--- src/rtl/eicf_pkg.sv ---
// ----------------------------------------------------------------------------
// eicf_pkg
// Types and constants shared by the edge interval capture framer modules.
// ----------------------------------------------------------------------------
package eicf_pkg;

   // request kinds as they arrive on the input channel
   localparam logic [1:0] REQ_EDGE = 2'd0;
   localparam logic [1:0] REQ_POLL = 2'd1;
   localparam logic [1:0] REQ_PULL = 2'd2;

   // configuration register indexes
   localparam logic [1:0] CSR_TIMEOUT       = 2'd0;
   localparam logic [1:0] CSR_CHECK_PERIOD  = 2'd1;
   localparam logic [1:0] CSR_BLOCK_SAMPLES = 2'd2;

   // configuration reset values
   localparam logic [31:0] TIMEOUT_RESET       = 32'd5000000;
   localparam logic [31:0] CHECK_PERIOD_RESET  = 32'd100000;
   localparam logic [7:0]  BLOCK_SAMPLES_RESET = 8'd255;

   // sample word format
   localparam logic [14:0] DELTA_MAX = 15'h7fff;

   // framing bytes and lengths
   localparam logic [7:0] BYTE_PAD  = 8'h00;
   localparam logic [7:0] BYTE_TYPE = 8'h01;
   localparam logic [7:0] BYTE_END  = 8'h80;
   localparam logic [9:0] HEADER_LEN = 10'd6;
   localparam logic [9:0] PREFIX_LEN = 10'd4;
   localparam logic [9:0] END_LEN    = 10'd2;

   // classified operation handed from front to back
   typedef enum logic [1:0] {
      OP_EDGE = 2'd0,
      OP_POLL = 2'd1,
      OP_PULL = 2'd2,
      OP_NONE = 2'd3
   } op_type;

   // what the transmitter is sending
   typedef enum logic [1:0] {
      KIND_IDLE   = 2'd0,
      KIND_HEADER = 2'd1,
      KIND_BLOCK  = 2'd2,
      KIND_FINAL  = 2'd3
   } tx_kind_type;

   typedef struct packed {
      op_type      op;
      logic [31:0] time_us;
      logic        rising;
   } req_item_type;

   typedef struct packed {
      logic [31:0] inactivity_timeout_us;
      logic [31:0] check_period_us;
      logic [7:0]  block_samples;
   } cfg_type;

   // result under construction between execute and output register
   typedef struct packed {
      logic       out_valid;
      logic [7:0] const_byte;
      logic       use_store;
      logic       high_half;
      logic       frame_end;
      logic       is_recording;
      logic       sample_dropped;
      logic       move;
   } stage_op_type;

   typedef struct packed {
      logic       out_valid;
      logic [7:0] out_byte;
      logic       frame_end;
      logic       is_recording;
      logic       sample_dropped;
   } rsp_item_type;

   // fixed header block bytes
   function automatic logic [7:0] header_byte(input logic [9:0] pos);
      logic [7:0] b;
      b = BYTE_PAD;
      if (pos == 10'd3) b = BYTE_TYPE;
      if (pos == 10'd5) b = BYTE_END;
      return b;
   endfunction

endpackage

--- src/rtl/eicf_front.sv ---
// ----------------------------------------------------------------------------
// eicf_front
// Accepts request beats, classifies them and queues them for the back end.
// ----------------------------------------------------------------------------
module eicf_front
   import eicf_pkg::*;
(
   input  logic         clock,
   input  logic         reset,
   input  logic         req_tvalid,
   output logic         req_tready,
   input  logic [39:0]  req_tdata,   // time_us[31:0], rising[32], zero fill
   input  logic [1:0]   req_tuser,   // req_type[1:0]
   output logic         q_valid,
   output req_item_type q_item,
   input  logic         q_pop
);

   req_item_type entry_ff [2];
   logic         wr_sel_ff, wr_sel_in;
   logic         rd_sel_ff, rd_sel_in;
   logic [1:0]   count_ff, count_in;
   req_item_type item_c;
   logic         push;
   logic         pop;

   // classify the request kind
   always_comb begin
      item_c.time_us = req_tdata[31:0];
      item_c.rising  = req_tdata[32];
      case (req_tuser)
         REQ_EDGE: item_c.op = OP_EDGE;
         REQ_POLL: item_c.op = OP_POLL;
         REQ_PULL: item_c.op = OP_PULL;
         default:  item_c.op = OP_NONE;
      endcase
   end

   assign req_tready = (count_ff != 2'd2);
   assign push       = req_tvalid && req_tready;
   assign pop        = q_pop && (count_ff != 2'd0);
   assign q_valid    = (count_ff != 2'd0);
   assign q_item     = entry_ff[rd_sel_ff];

   // queue pointers
   always_comb begin
      wr_sel_in = push ? ~wr_sel_ff : wr_sel_ff;
      rd_sel_in = pop ? ~rd_sel_ff : rd_sel_ff;
      count_in  = count_ff + {1'b0, push} - {1'b0, pop};
   end

   always_ff @(posedge clock) begin
      if (reset) begin
         wr_sel_ff <= 1'b0;
         rd_sel_ff <= 1'b0;
         count_ff  <= 2'd0;
      end else begin
         wr_sel_ff <= wr_sel_in;
         rd_sel_ff <= rd_sel_in;
         count_ff  <= count_in;
      end
   end

   // queue storage
   always_ff @(posedge clock) begin
      if (push) begin
         entry_ff[wr_sel_ff] <= item_c;
      end
   end

endmodule

--- config.mk ---
export PLATFORM = sky130hd
export DESIGN_NAME = eicf_front
export DESIGN_NICKNAME = d
export VERILOG_FILES = /design/src/rtl/eicf_pkg.sv /design/src/rtl/eicf_front.sv
export SDC_FILE = /design/constraint.sdc
export NUM_CORES = 1
export LEC_CHECK = 0
export BUFFER_PORTS_ARGS = -buffer_cell sky130_fd_sc_hd__buf_2
export CAP_MARGIN = 30
export CORE_ASPECT_RATIO = 1.4
export CORE_MARGIN = 4
export CORE_UTILIZATION = 51
export DETAILED_ROUTE_END_ITERATION = 6
export HOLD_SLACK_MARGIN = 0.12
export PLACE_DENSITY = 0.87
export REMOVE_ABC_BUFFERS = 1
export SETUP_SLACK_MARGIN = 0.3
export SKIP_CTS_REPAIR_TIMING = 1
export SYNTH_ARGS = -nofsm -noshare
export SYNTH_HDL_FRONTEND = slang
export SYNTH_SLANG_ARGS = --single-unit
--- constraint.sdc ---
create_clock -name clock -period 2.7 [get_ports clock]
set_input_delay 0.135 -clock clock [delete_from_list [all_inputs] [get_ports clock]]
set_output_delay 0.135 -clock clock [all_outputs]
set_load 0.005 [all_outputs]
* Word level (Yosys, flattened, before mapping)
Memory sizes are Yosys's and may differ from the RTL's. A register that Yosys moved wholly into a read port is not among the register bits.
Index checks and enable logic that the tools add are counted.
** Word-level totals
- Register bits :: 4
- Latch bits :: 0
- RAM bits :: 70
- Bits in read-only memories :: 0
- Input bits :: 46
- Output and inout bits :: 37
- Logic and storage cells :: 20
- Memories :: 1
** Memories
- entry_ff :: words 2, width 35, rd ports 1, clocked after memory_dff 1, wr ports 1, line eicf_front.sv:19 : req_item_type entry_ff [2];
** Operators by class
- $add $sub $neg :: 2
- $mul :: 0
- Divide/modulo/power cells :: 0
- Magnitude comparators :: 0
- Eq/ne operators :: 3
- Shift-type cells :: 0
- Muxes and demuxes :: 5
- Bitwise logic cells :: 2
- Reductions and logical operators :: 4
** Operator list (number)
- $pmux 2 s3 :: 1
- $mux 1 :: 4
- $add 2x1->2 :: 1
- $eq 2x1->1 const B :: 1
- $eq 2x2->1 const B :: 1
- $logic_and 1x1->1 :: 2
- $logic_not 2->1 :: 1
- $ne 2x2->1 const B :: 1
- $not 1->1 :: 2
- $reduce_bool 2->1 :: 1
- $sub 2x1->2 :: 1

* Depth between registers and ports, before layout
Gate-level depths: netlist of the first run.
- Word-level depth :: 4
- Gate-level depth with buffers :: 8
- Mapped depth without buffers :: 8

* Least setup slack after synthesis of the first run
OpenSTA, ideal clock, no wires.
- Kind :: register to register
- Start point :: register count_ff[0]
- End point :: memory entry_ff[0][0] (netlist bit), enable pin
- Library setup time :: 0.427 ns
- Arrival :: 2.046 ns
- Required time :: 2.273 ns
- Path slack :: 0.227 ns
- Stages on the path, launching flop included :: 4
- Path buffers :: 0
- Period minus slack after synthesis :: 2.473 ns
- Cell sequence :: dfxtp_1 > nand2b_2 > nand2_2 > nor2_1
** On the way
- Longest elaborated chain between the ends :: 4
** RTL lines
- from (decl) :: line eicf_front.sv:22 : logic [1:0] count_ff, count_in;
- from (signal assigned) :: line eicf_front.sv:60 : count_ff <= count_in;
- $ne 2x2->1 :: line eicf_front.sv:39 : assign req_tready = (count_ff != 2'd2);
- named net req_tready :: line eicf_front.sv:11 : output logic req_tready,
- $logic_and 1x1->1 :: line eicf_front.sv:40 : assign push = req_tvalid && req_tready;
- $mux 1 :: line eicf_front.sv:66 : if (push) begin
- $mux 1 (not written as such) :: line eicf_front.sv:67 : entry_ff[wr_sel_ff] <= item_c;
- to (decl) :: line eicf_front.sv:19
The timed path passes the listed nets, and every way through them passes these cells.

==> flow_metrics.env, run 1 <==
export IMPL_drtAntennaViolNets=0
export IMPL_outcome="finished clean"
export IMPL_power_frac_seq_pct=48.6
export IMPL_clock_latency_ns=0.33
export IMPL_placed_area_um2=3350
export IMPL_start_kind="register"
export IMPL_io_buffers=75
export IMPL_die_h_um=97.6
export IMPL_cts_buffers=9
export IMPL_yosys_area_top_type="edfxtp_1"
export IMPL_n_antenna_cell=0
export IMPL_vias=1560
export IMPL_track_usage_pct=14.4
export IMPL_hold_path_class="in -> reg"
export IMPL_holdPathEnd="wr_sel_ff$_SDFFE_PP0N_"
export IMPL_htreeDepth=3
export IMPL_drtIter0Drc=90
export IMPL_hold_depth=3
export IMPL_switching_share_pct=25.3
export IMPL_critPathSlowestCell="dfxtp_2"
export IMPL_cp_arrival_ns=1.75
export IMPL_setup_viol=0
export IMPL_regArea_um2=2200
export IMPL_hpwlAfterDp_um=3300
export IMPL_worstSetupPathType="reg -> out"
export IMPL_skew_ns=0.00940
export IMPL_p_switching_uw=839
export IMPL_synth_cells=136
export IMPL_rows=32
export IMPL_max_slew_margin_pct=44.6
export IMPL_syn2layout_area_growth_pct=32.7
export IMPL_p_int_mw=2.48
export IMPL_drt_pre_antenna_iters=4
export IMPL_ff2ff_setup_slack_ns=1.00
export IMPL_cts_tree="yes"
export IMPL_yosysTopAreaCellShare_pct=71.8
export IMPL_n_fill_cell=360
export IMPL_ff2ff_path_depth=4
export IMPL_gp_congestion=0.686
export IMPL_fmax_mhz=531
export IMPL_vdd_ir_drop_worst_v=0.000687
export IMPL_fin_ws_ns=0.816
export IMPL_antenna_found_initial=0
export IMPL_maxCapViolCount=0
export IMPL_cp_end_kind="output pin"
export IMPL_syn_area_per_cell_um2=21.5
export IMPL_grt_pass1_wl_um=7400
export IMPL_post_drt_wl_per_cell_um=15.7
export IMPL_clock_root_buffer="clkbuf_8"
export IMPL_timing_rr_start="count_ff[0]$_SDFF_PP0_"
export IMPL_post_drt_via_cell_ratio=4.77
export IMPL_cts_sinks=75
export IMPL_final_layout_size_suffix_gt1_share_pct=49.8
export IMPL_syn_area_um2=2930
export IMPL_clockBufferDepth=2
export IMPL_start_util_pct=53.0
export IMPL_final_util_pct=70.3
export IMPL_clkSlewWorstSetupHoldPaths_ns=0.06
export IMPL_stdcell_area_um2=3880
export IMPL_cpPeakStageDelay_ns=0.68
export IMPL_multi_input_comb_area_um2=651
export IMPL_die_w_um=72.0
export IMPL_grt_overflow=0
export IMPL_rsz0062_at_grt="no"
export IMPL_cp_max_fo=20
export IMPL_synth_seq_cells=75
export IMPL_fin_setup_tns_ns=0
export IMPL_grt_pass1_vias=1593
export IMPL_hold_start="req_tvalid"
export IMPL_power_share_clock_pct=23.3
export IMPL_finalHoldViolations=0
export IMPL_dp_slack_ns=0.985
export IMPL_p_per_area_nw_per_um2=856
export IMPL_core_area_um2=5530
export IMPL_slew_violations=0
export IMPL_p_comb_share_pct=28.2
export IMPL_leakage_nw=1.55
export IMPL_grt_max_degree=36
export IMPL_total_power_mw=3.32
export IMPL_layout_worst_path_cycle_share_pct=69.8
export IMPL_die_area_um2=7030
export IMPL_critPathRequiredTime_ns=2.57
export IMPL_synth_distinct_cells=20
export IMPL_path_cells="buf_12 -> mux2_2 -> buf_2"
export IMPL_finalWirelength_um=5150
export IMPL_ys_seq_area_share_pct=75.2
export IMPL_period_needed_ns=1.88
export IMPL_fin_nets=302
export IMPL_drc=0
export IMPL_timing_rr_end="entry_ff[0][15]$_DFFE_PP_"
export IMPL_yosysWarnings=0
export IMPL_synthTopCellsByArea="edfxtp_1 (72%), mux2_4 (16%), dfxtp_1 (3.4%), buf_12 (2.1%), mux2_2 (1.9%)"
export IMPL_io_pins=83
export IMPL_tightest_slew_ns=0.831
## metrics by stage
stage,hold WS [ns],cells
floorplan,0.207,130
CTS,-0.0264,291
finish,0.219,327
global placement,0.322,275
global route,0.213,327
detailed placement,0.326,275
## per-layer routing
layer  vias up  wire [um]  GRT usage [%]
met1       758       1800           13.5
met4         0        100           9.70
met5         -          0              0
met3         6        196           2.59
met2        40       3050           27.0
li1        756          -              -
## critical path: cells and delay by family, from the launching register on
| family | cells | cell delay, ns |
|---|---|---|
| flip-flops | 1 | 0.68 |
| buffers and inverters | 2 | 0.40 |
| multiplexers | 1 | 0.35 |
## synth_stat cells
master and number:
mux2_2 5, xor2_1 1, nand2b_2 1, xnor2_1 1, inv_1 1, nand2_2 1
nor3_1 1, or2_2 1, ha_1 2, buf_6 1, nor2b_1 2, o21a_1 1
buf_12 3, edfxtp_1 70, nor2_1 5, and3_1 1, and2_1 1, mux2_4 31
clkbuf_1 2, dfxtp_1 5
## sequential cells by signal, summed over array words and instances, names as in the netlist, named ones only
name       count
entry_ff      70
rd_sel_ff      1
wr_sel_ff      1
count_ff       2
## power by group through the flow
stage	clock, mW	sequential, mW	combinational, mW
floorplan	0	1.65	0.549
global placement	0	1.63	0.891
detailed placement	0	1.64	0.910
CTS	0.793	1.62	0.913
global route	0.846	1.64	1.02
finish	0.773	1.61	0.935
## worst max path at each step
stage / start / endpoint / slack [ns] / depth (start not counted)
final: register / q_item[3] / 0.82 / 3
after global routing: register / q_item[3] / 0.71 / 3
after CTS: register / q_item[3] / 0.78 / 3
after detailed placement: count_ff[0]$_SDFF_PP0_ / entry_ff[0][21]$_DFFE_PP_ / 0.99 / 4
after global placement: count_ff[0]$_SDFF_PP0_ / entry_ff[0][27]$_DFFE_PP_ / 1.01 / 4
after floorplan: count_ff[0]$_SDFF_PP0_ / entry_ff[0][0]$_DFFE_PP_ / 0.23 / 3
## cell usage in the layout, fill, tap and decap left out, types with 2 or more instances in the layout
cell and instances:
clkbuf_1 3, edfxtp_1 70, dfxtp_1 4, clkbuf_8 9, ha_1 2, mux2_2 5, mux2_4 31, nor2_1 4
dlygate4sd3_1 36, nor2b_1 2, buf_2 75, clkinv_1 3
## cells by family after synthesis
family | after synthesis | share of synthesized area, %
muxes | 36 | 17.8
adders and majority gates | 2 | 0.855
and+or+nand+nor | 13 | 2.39
AOI/OAI and AO/OA | 1 | 0.257
DFF | 75 | 75.2
buffers and inverters | 7 | 2.82
xor gates and xnor gates | 2 | 0.599
## area by class of cell
| class | instances | share of cell area [%] |
|---|---|---|
| flip-flops and latches | 75 | 56.8 |
| inverters | 1 | 0.0967 |
| clock inverters | 4 | 1.06 |
| repair buffers | 113 | 19.7 |
| clock buffers | 12 | 3.48 |
| well taps | 68 | 2.19 |
| multi-input cells | 54 | 16.8 |
(Power assumes the default switching activity.)
==> run 2: changes to the inputs <==
- ABC_AREA: not set -> 1
- CORE_UTILIZATION: 51 -> 46
- PLACE_DENSITY: 0.87 -> 0.84
- clock period: 2.7 -> 1.58 ns (I/O delays scaled with it)
==> run 2 against run 1 <==
  * Critical path depth grew 4
  * Clock skew shrank 0.0040 ns
  * Clock power grew 54%
  * Hold slack lost 0.079 ns
  * Wire length grew 13%
==> flow_metrics.env, run 2 <==
export IMPL_yosys_most_used_dff="edfxtp_1"
export IMPL_antenna_found_initial=0
export IMPL_period_needed_ns=1.50
export IMPL_synthTopCellsByCount="edfxtp_1 (70), mux2_4 (30), inv_1 (9), nor2_1 (9), nand2_1 (8)"
export IMPL_syn2layout_area_growth_pct=43.6
export IMPL_die_w_um=75.5
export IMPL_cts_tree="yes"
export IMPL_layout_worst_path_cycle_share_pct=94.9
export IMPL_yosysTopAreaCellShare_pct=71.6
export IMPL_cts_buffers=9
export IMPL_clkSlewWorstSetupHoldPaths_ns=0.07
export IMPL_leakage_nw=1.70
export IMPL_hpwlAfterDp_um=3270
export IMPL_largest_reg_flops=70
export IMPL_rows=34
export IMPL_grt_pass1_wl_um=6910
export IMPL_fin_ws_ns=0.0807
export IMPL_synth_most_common_cell="edfxtp_1"
export IMPL_ys_seq_area_share_pct=75.0
export IMPL_yosys_area_top_type="edfxtp_1"
export IMPL_die_area_um2=7740
export IMPL_maxCapViolCount=0
export IMPL_finalWirelength_um=5830
export IMPL_fin_nets=331
export IMPL_max_slew_margin_pct=83.2
export IMPL_drc=0
export IMPL_setup_viol=0
export IMPL_syn_area_per_cell_um2=19.7
export IMPL_rsz0062_at_grt="yes"
export IMPL_synth_edf_count=70
export IMPL_synth_seq_cells=75
export IMPL_vias=1693
export IMPL_dp_slack_ns=0.0556
export IMPL_ff2ff_path_depth=7
export IMPL_htreeDepth=3
export IMPL_post_drt_wl_per_cell_um=16.2
export IMPL_synth_distinct_cells=13
export IMPL_hold_ws_ns=0.140
export IMPL_critPathRequiredTime_ns=1.62
export IMPL_cp_max_fo=11
export IMPL_fmax_mhz=667
export IMPL_yosysWarnings=0
export IMPL_worstSetupPathType="reg -> reg"
export IMPL_outcome="finished clean"
export IMPL_cts_sinks=75
export IMPL_clock_root_buffer="clkbuf_8"
export IMPL_n_antenna_cell=0
export IMPL_synthTopCellsByArea="edfxtp_1 (72%), mux2_4 (15%), dfxtp_1 (3.4%), buf_12 (2.0%), mux2_2 (1.9%)"
export IMPL_start_util_pct=47.3
export IMPL_grt_max_degree=36
export IMPL_finalHoldViolations=0
export IMPL_clock_latency_ns=0.33
export IMPL_synth_cells=149
export IMPL_total_power_mw=5.81
export IMPL_drtIter0Drc=78
export IMPL_io_pins=83
export IMPL_final_util_pct=67.9
export IMPL_drtAntennaViolNets=0
export IMPL_vdd_ir_drop_worst_v=0.000970
export IMPL_skew_ns=0.00541
export IMPL_drt_pre_antenna_iters=5
export IMPL_die_h_um=103
export IMPL_async_flop_share_pct=0
export IMPL_syn_area_um2=2940
export IMPL_slew_violations=0
export IMPL_clockBufferDepth=2
export IMPL_start_kind="register"
export IMPL_tightest_slew_ns=0.252
export IMPL_final_layout_size_suffix_gt1_share_pct=54.5
export IMPL_largest_register="entry_ff"
export IMPL_hold_depth=4
export IMPL_final_common_cell="buf_2"
export IMPL_track_usage_pct=12.6
export IMPL_gp_congestion=0.683
export IMPL_io_buffers=75
export IMPL_cp_arrival_ns=1.54
export IMPL_grt_overflow=0
export IMPL_hold_path_class="in -> reg"
export IMPL_grt_pass1_vias=1553
export IMPL_post_drt_via_cell_ratio=4.70
export IMPL_largestRegisters="entry_ff: 70 flops, count_ff: 2 flops"
export IMPL_core_area_um2=6210
export IMPL_cp_end_kind="register"
export IMPL_final_cell_mix="buf_2 (75), edfxtp_1 (70), dlygate4sd3_1 (38)"
export IMPL_fin_setup_tns_ns=0
export IMPL_p_per_area_nw_per_um2=1380
## run 2: final cells by class
cell class                      instances  area (um^2)
Sequential cell                        75         2210
Fill cell                             419         1990
Timing Repair Buffer                  129         1020
Multi-Input combinational cell         59          692
Clock buffer                           10          128
Tap cell                               72         90.1
Inverter                                9         41.3
Clock inverter                          6         32.5
## run 2: worst paths after layout
path                           from                   endpoint  slack (ns)
max          count_ff[0]$_SDFF_PP0_  entry_ff[0][12]$_DFFE_PP_        0.08
min                      req_tvalid     wr_sel_ff$_SDFFE_PP0N_        0.14
max reg2reg  count_ff[0]$_SDFF_PP0_  entry_ff[0][12]$_DFFE_PP_        0.08
min reg2reg  rd_sel_ff$_SDFFE_PP0P_     rd_sel_ff$_SDFFE_PP0P_        0.52
## run 2: critical path: stages (launching register included)
cell and delay, ns:
dfxtp_4 0.37, inv_4 0.04, nand2_4 0.08, nand2_2 0.08
buf_4 0.14, buf_4 0.13, nor2_4 0.17, buf_8 0.18
## run 2: power breakdown
group / switching, mW / leakage [nW] / internal (mW)
Sequential: 0.134 / 0.697 / 2.54
Clock: 0.641 / 0.0771 / 0.553
Combinational: 0.819 / 0.921 / 1.13
## run 2: layer usage
metal / up-vias / track usage (%) / wire (um)
met1: 810 / 12.4 / 2180
met5: - / 0 / 0
met4: 0 / 7.67 / 95
li1: 824 / - / -
met3: 9 / 4.00 / 301
met2: 50 / 22.4 / 3260
## run 2: through the flow
step	instances	instance area, um^2
after detailed placement	297	3400
final	360	4220
after global placement	297	3400
after CTS	313	3560
after floorplan	143	2860
after global routing	360	4220
## run 2: cell families after synthesis
logic type,share of synthesized area [%]
compound gates,0.341
buf+inv,3.84
mux,17.3
simple gates,2.69
fa+ha+maj,0.852
flops,75.0
